<file path="src/rtl/gbe_pkg.sv">
// Package for the gap buffer editor: sizes, command and status codes,
// and the item types shared by the front end, back end, top level and checker.
// Depends on nothing.
package gbe_pkg;

  localparam int CAPACITY = 1024;
  localparam int AW       = $clog2(CAPACITY);
  localparam int CW       = $clog2(CAPACITY + 1);
  localparam int PW       = 11;
  localparam int FQ_DEPTH = 2;
  localparam int FQ_CNTW  = $clog2(FQ_DEPTH + 1);

  localparam logic [2:0] CMD_INSERT = 3'd0;
  localparam logic [2:0] CMD_MOVE   = 3'd1;
  localparam logic [2:0] CMD_CLEAR  = 3'd2;
  localparam logic [2:0] CMD_APPEND = 3'd3;
  localparam logic [2:0] CMD_READ   = 3'd4;

  localparam logic [1:0] ST_OK    = 2'd0;
  localparam logic [1:0] ST_RANGE = 2'd1;
  localparam logic [1:0] ST_FULL  = 2'd2;

  typedef enum logic [2:0] {
    OP_INSERT,
    OP_MOVE,
    OP_CLEAR,
    OP_APPEND,
    OP_READ,
    OP_NOP
  } op_t;

  typedef struct packed {
    logic [2:0]    command;
    logic [PW-1:0] position;
    logic [7:0]    data_char;
  } in_item_t;

  typedef struct packed {
    logic [1:0]    status;
    logic [7:0]    read_char;
    logic [PW-1:0] gap_start;
    logic [PW-1:0] text_count;
  } out_item_t;

  typedef struct packed {
    op_t           op;
    logic [PW-1:0] position;
    logic [7:0]    data_char;
  } cmd_t;

endpackage

</file>
<file path="src/rtl/gbe_front.sv">
// Front end of the gap buffer editor: decodes each input beat into an
// operation and holds it in a short queue for the back end.
// Depends on gbe_pkg.
module gbe_front (
  input  logic               clk,
  input  logic               rst_n,
  input  logic               push,
  output logic               full,
  input  gbe_pkg::in_item_t  in_item,
  output logic               cmd_valid,
  input  logic               cmd_ready,
  output gbe_pkg::cmd_t      cmd
);

  gbe_pkg::cmd_t                q_r [gbe_pkg::FQ_DEPTH];
  logic [$clog2(gbe_pkg::FQ_DEPTH)-1:0] wp_r, wp_nxt;
  logic [$clog2(gbe_pkg::FQ_DEPTH)-1:0] rp_r, rp_nxt;
  logic [gbe_pkg::FQ_CNTW-1:0]  cnt_r, cnt_nxt;
  logic                         push_ok;
  logic                         pop_ok;
  gbe_pkg::cmd_t                dec;

  always_comb begin
    dec.position  = in_item.position;
    dec.data_char = in_item.data_char;
    case (in_item.command)
      gbe_pkg::CMD_INSERT: dec.op = gbe_pkg::OP_INSERT;
      gbe_pkg::CMD_MOVE:   dec.op = gbe_pkg::OP_MOVE;
      gbe_pkg::CMD_CLEAR:  dec.op = gbe_pkg::OP_CLEAR;
      gbe_pkg::CMD_APPEND: dec.op = gbe_pkg::OP_APPEND;
      gbe_pkg::CMD_READ:   dec.op = gbe_pkg::OP_READ;
      default:             dec.op = gbe_pkg::OP_NOP;
    endcase
  end

  assign full      = (cnt_r == gbe_pkg::FQ_CNTW'(gbe_pkg::FQ_DEPTH));
  assign cmd_valid = (cnt_r != '0);
  assign cmd       = q_r[rp_r];
  assign push_ok   = push && !full;
  assign pop_ok    = cmd_valid && cmd_ready;

  always_comb begin
    wp_nxt  = push_ok ? wp_r + 1'b1 : wp_r;
    rp_nxt  = pop_ok ? rp_r + 1'b1 : rp_r;
    cnt_nxt = cnt_r;
    if (push_ok && !pop_ok) begin
      cnt_nxt = cnt_r + 1'b1;
    end else if (!push_ok && pop_ok) begin
      cnt_nxt = cnt_r - 1'b1;
    end
  end

  always_ff @(posedge clk) begin
    if (!rst_n) begin
      wp_r  <= '0;
      rp_r  <= '0;
      cnt_r <= '0;
    end else begin
      wp_r  <= wp_nxt;
      rp_r  <= rp_nxt;
      cnt_r <= cnt_nxt;
    end
  end

  always_ff @(posedge clk) begin
    if (push_ok) begin
      q_r[wp_r] <= dec;
    end
  end

endmodule

</file>
<file path="config.mk">
export PLATFORM = sky130hd
export DESIGN_NAME = gbe_front
export DESIGN_NICKNAME = d
export VERILOG_FILES = /design/src/rtl/gbe_pkg.sv /design/src/rtl/gbe_front.sv
export SDC_FILE = /design/constraint.sdc
export NUM_CORES = 1
export LEC_CHECK = 0
export BUFFER_PORTS_ARGS = -buffer_cell sky130_fd_sc_hd__clkbuf_2
export CAP_MARGIN = 10
export CORE_UTILIZATION = 44
export CTS_CLUSTER_DIAMETER = 60
export DETAILED_ROUTE_END_ITERATION = 12
export PLACE_DENSITY_LB_ADDON = 0.15
export REMOVE_ABC_BUFFERS = 1
export SETUP_SLACK_MARGIN = 0.1
export SLEW_MARGIN = 10
export SYNTH_ARGS = -nofsm -noshare
export SYNTH_HDL_FRONTEND = slang
export SYNTH_SLANG_ARGS = --single-unit
</file>
<file path="constraint.sdc">
create_clock -name clk -period 2.04 [get_ports clk]
set_input_delay 0.102 -clock clk [delete_from_list [all_inputs] [get_ports clk]]
set_output_delay 0.102 -clock clk [all_outputs]
set_load 0.01 [all_outputs]
</file>
Word-level counts from Yosys, hierarchy flattened
Memory sizes are Yosys's and may differ from the RTL's. A register that Yosys moved wholly into a read port is not among the register bits. Index checks and enable logic that the tools add are counted.

Bits of input ports: 26. Register bits: 4. Bits in writable memories: 44. Memories kept: 1.

Memories: q_r (depth 2, bits a word 22, rd ports 1, clocked after memory_dff 1, write ports 1, line gbe_front.sv:15) `gbe_pkg::cmd_t q_r [gbe_pkg::FQ_DEPTH];`.

Muxes and demuxes: 7. Reductions and logical operators: 10. $add $sub $neg: 4. Equality and inequality tests: 5.

Operator list (number): one-hot mux 3 bit (5 select lines) (1); == test 3 x 2 -> 1 bit (second input constant) (2); logical AND 1 bit (4); 2-to-1 mux 1 bit (4); 2-to-1 mux 2 bit (2); nonzero test 2 bit (2); == test 3 x 1 -> 1 bit (second input constant) (1); == test 3 bit (second input constant) (1); zero test 1 bit (3); zero test 3 bit (1); adder 1 bit (second input constant) (2); adder 2 x 1 -> 2 bit (second input constant) (1); == test 2 bit (second input constant) (1); subtractor 2 x 1 -> 2 bit (second input constant) (1).

Logic depth before layout (Yosys ltp)
Depth after elaboration: 7. Gate-level depth with buffers: 7.

Worst setup path before layout
Ideal clock, no wire load.

Path kind: register -> register. From: reg cnt_r[0] (netlist name). To: mem q_r[0][0] (netlist name), enable pin. Slack: 0.130 ns. Cell stages (with the launch flop): 4. Path buffers: 0. Clock period less this slack: 1.910 ns. Data arrival time: 1.511 ns. Library setup time: 0.399 ns. Cell sequence: dfxtp_1 nand2b_1 inv_2 nor3_2.

Word-level cells in the longest chain between the ends: 5.

Ends and longest elaborated chain: from (decl) (line gbe_front.sv:18) `logic [gbe_pkg::FQ_CNTW-1:0] cnt_r, cnt_nxt;`; from (signal assigned) (line gbe_front.sv:61) `cnt_r <= cnt_nxt;`; == test 2 bit (line gbe_front.sv:36) `assign full = (cnt_r == gbe_pkg::FQ_CNTW'(gbe_pkg::FQ_DEPTH));`; named net full (line gbe_front.sv:8) `output logic full,`; zero test 1 bit (line gbe_front.sv:39) `assign push_ok = push && !full;`; logical AND 1 bit (line gbe_front.sv:39); 2-to-1 mux 1 bit (line gbe_front.sv:66) `if (push_ok) begin`; 2-to-1 mux 1 bit (not written as such) (line gbe_front.sv:67) `q_r[wp_r] <= dec;`; to (decl) (line gbe_front.sv:15).

The timed path passes the listed nets, and every way through them passes these cells.

==> run_summary.xml <==
<?xml version="1.0" encoding="UTF-8"?>
<metrics>
  <group name="status">
    <metric name="run_status" unit="">finished, final reports clean</metric>
  </group>
  <group name="floorplan">
    <metric name="initial_core_util" unit="%">45.8</metric>
    <metric name="num_rows" unit="">23</metric>
    <metric name="fp.dieH" unit="um">66.5</metric>
    <metric name="design.die.area" unit="um2">4430</metric>
    <metric name="core_area" unit="um2">4000</metric>
    <metric name="top_level_ports" unit="">50</metric>
    <metric name="dieWidth" unit="um">66.5</metric>
  </group>
  <group name="clock_tree">
    <metric name="cts_tree" unit="">done</metric>
    <metric name="clock-sinks" unit="">49</metric>
    <metric name="clk_latency" unit="ns">0.29</metric>
    <metric name="post-cts-setup-buffer-count" unit="">0</metric>
    <metric name="clockRootBuffer" unit="">clkbuf_8</metric>
    <metric name="cts_buffer_depth" unit="">2</metric>
    <metric name="clkSlewWorstSetupHoldPaths" unit="ns">0.08</metric>
    <metric name="numCtsBuffers" unit="">5</metric>
    <metric name="htree_num_levels" unit="">2</metric>
  </group>
  <group name="finish">
    <metric name="final_core_util" unit="%">60.7</metric>
    <metric name="antenna_cells" unit="">0</metric>
    <metric name="fin_nets" unit="">197</metric>
    <metric name="drive_above_1_share" unit="%">48.0</metric>
    <metric name="area_growth" unit="%">32.5</metric>
    <metric name="mostFrequentLayoutCells" unit="">clkbuf_2 (49), edfxtp_1 (44), mux2_2 (22)</metric>
    <metric name="layout_commonest_cell" unit="">clkbuf_2</metric>
  </group>
  <group name="timing">
    <metric name="setup-tns-final" unit="ns">0</metric>
    <metric name="maxSlewHeadroom" unit="%">72.8</metric>
    <metric name="grt_setup_unrepaired" unit="">no</metric>
    <metric name="postLayoutSetupSlackWorst" unit="ns">0.386</metric>
    <metric name="timing.fmax" unit="GHz">0.605</metric>
    <metric name="slew_violations" unit="">0</metric>
    <metric name="min_cycle_time_layout" unit="ns">1.65</metric>
    <metric name="fin_crit_sh" unit="%">81.1</metric>
    <metric name="timing.clock.skew" unit="ns">0.00297</metric>
    <metric name="setup-violations-final" unit="">0</metric>
    <metric name="worstMarginPinSlew" unit="ns">0.408</metric>
    <metric name="hold_viol" unit="">0</metric>
  </group>
  <group name="synthesis">
    <metric name="ys.flop_type" unit="">edfxtp_1</metric>
    <metric name="synth_sequential_area_ratio" unit="%">77.5</metric>
    <metric name="synth.cell_area" unit="um2">1830</metric>
    <metric name="synth_top_cell_area_share" unit="%">72.1</metric>
    <metric name="ys_warns" unit="">0</metric>
    <metric name="synthArstFlopShare" unit="%">0</metric>
    <metric name="synth.distinct_cells" unit="">24</metric>
    <metric name="library_cell_occupying_the_most_area_in_the_post_synthesis_netlist" unit="">edfxtp_1</metric>
    <metric name="synth.ff_latch_count" unit="">49</metric>
    <metric name="synth-edff-count" unit="">44</metric>
    <metric name="synth_area_per_cell" unit="um2">19.1</metric>
    <metric name="yosys-top-cells-area" unit="">edfxtp_1 (72%), mux2_2 (14%), dfxtp_1 (5.5%)</metric>
    <metric name="syn-instance-count" unit="">96</metric>
  </group>
  <group name="pwr">
    <metric name="p_clk_share" unit="%">19.5</metric>
    <metric name="vdd_ir_drop_max" unit="mV">0.603</metric>
    <metric name="power_switching" unit="uW">730</metric>
    <metric name="cellLeakagePower" unit="nW">0.943</metric>
    <metric name="p_int" unit="mW">1.92</metric>
    <metric name="power_density" unit="nW/um2">1090</metric>
    <metric name="seq_power_share" unit="%">50.6</metric>
    <metric name="power.switching_fraction" unit="%">27.5</metric>
    <metric name="share_comb_of_total_power" unit="%">29.9</metric>
  </group>
  <group name="routing">
    <metric name="dr_wl_met2" unit="um">1600</metric>
    <metric name="route.detailed.drc" unit="">0</metric>
    <metric name="detail_route.wirelength.met1" unit="um">1120</metric>
    <metric name="routed_wire_length" unit="um">2930</metric>
    <metric name="routed_wire_length_per_instance" unit="um">13.2</metric>
    <metric name="post_drt_via_cell_ratio" unit="">4.79</metric>
    <metric name="ant_nets" unit="">0</metric>
    <metric name="drt_iter0_markers" unit="">25</metric>
    <metric name="routed-via-count" unit="">1059</metric>
    <metric name="route.met3.wl" unit="um">147</metric>
    <metric name="pre_repair_dr_iteration_count" unit="">4</metric>
    <metric name="highest-signal-layer" unit="">met4</metric>
  </group>
  <group name="critical_path">
    <metric name="critPathLaunchType" unit="">flop</metric>
    <metric name="critPathCaptureType" unit="">output pin</metric>
    <metric name="crit_type" unit="">flop to output pin</metric>
    <metric name="critPathArrivalTime" unit="ns">1.55</metric>
    <metric name="timing.critical_path.required" unit="ns">1.94</metric>
    <metric name="critPathMaxFanout" unit="">15</metric>
  </group>
  <group name="placement">
    <metric name="globalplace.congestion" unit="">0.645</metric>
    <metric name="numPortBuffers" unit="">49</metric>
    <metric name="detailed_place_hpwl" unit="um">1960</metric>
    <metric name="preCtsSetupSlack" unit="ns">0.441</metric>
  </group>
  <group name="hold_path">
    <metric name="min_path_type" unit="">input pin to flop</metric>
  </group>
  <group name="grt">
    <metric name="grt_remaining_overflow" unit="">0</metric>
    <metric name="grt_antenna_before_repair" unit="">0</metric>
    <metric name="grt_pass1_vias" unit="">1078</metric>
    <metric name="pin_count_of_the_biggest_net_entering_global_routing" unit="">24</metric>
    <metric name="gr-usage-all-layers" unit="%">14.3</metric>
    <metric name="grt_first_pass_wirelength" unit="um">4420</metric>
  </group>
  <group name="job">
    <metric name="max-cap-violations" unit="">0</metric>
  </group>
</metrics>
routing by layer:
layer  vias to the layer above  GRT usage [%]
met5                         -              0
met4                         0           10.4
met3                         7           4.11
met2                        34           25.4
met1                       505           13.9
li1                        513              -
cells by family (layout without fill, tap and decap cells):
group,Yosys count,after routing,share of synthesized area (%)
and+or+nand+nor,10,10,3.48
DFF,49,49,77.5
adders and majority gates,1,1,0.682
xor gates and xnor gates,3,3,1.43
buffers and inverters,5,80,1.16
muxes,22,22,13.5
AOI/OAI and AO/OA,6,6,2.18
worst max-delay path: stages, from the launching register on:
cell and delay, ns:
dfxtp_1 0.57, buf_12 0.21, mux2_2 0.35, clkbuf_2 0.13
power groups by stage:
stage	Clock [mW]	Combinational, mW	Sequential, mW
after floorplan	0	0.453	1.37
after global placement	0	0.758	1.36
after detailed placement	0	0.782	1.37
after CTS	0.537	0.812	1.34
after global routing	0.570	0.868	1.36
final	0.517	0.794	1.34
final timing paths:
check	start	end	slack (ns)	cells after the start
max	flop	cmd[3]	0.39	3
min	in_item[10]	q_r[1][10]	0.02	1
max reg2reg	cnt_r[0]	cnt_r[1]	0.43	6
min reg2reg	cnt_r[1]	cnt_r[1]	0.54	2
flip-flops by register name, summed over array words and instances (netlist names), named ones only:
register / count
q_r: 44
cnt_r: 2
rp_r: 1
wp_r: 1
final cells by class:
| type | count | area (um2) |
|---|---|---|
| Fill cell | 313 | 1570 |
| Clock buffer | 8 | 80.1 |
| Inverter | 2 | 7.51 |
| Timing Repair Buffer | 70 | 460 |
| Sequential cell | 49 | 1420 |
| Multi-Input combinational cell | 42 | 397 |
| Tap cell | 50 | 62.6 |
cells in the mapped netlist (2+ instances only):
cell      count
and2_1        3
buf_2         2
dfxtp_1       5
edfxtp_1     44
mux2_2       22
xnor2_1       2
through the flow:
step	std cells	cell area, um2	total power [mW]	hold slack (ns)
floorplan	93	1820	1.82	0.201
global placement	195	2170	2.11	0.291
detailed placement	195	2170	2.15	0.296
CTS	220	2420	2.69	0.00106
global route	221	2430	2.80	0.00480
finish	221	2430	2.65	0.0167
repair_timing:
action | CTS | global route
hold buffers | 17 | 1
hold endpoints to repair | 34 | 2
gates resized for setup | 0 | 0
No activity file was read; power rests on OpenSTA's default activity.
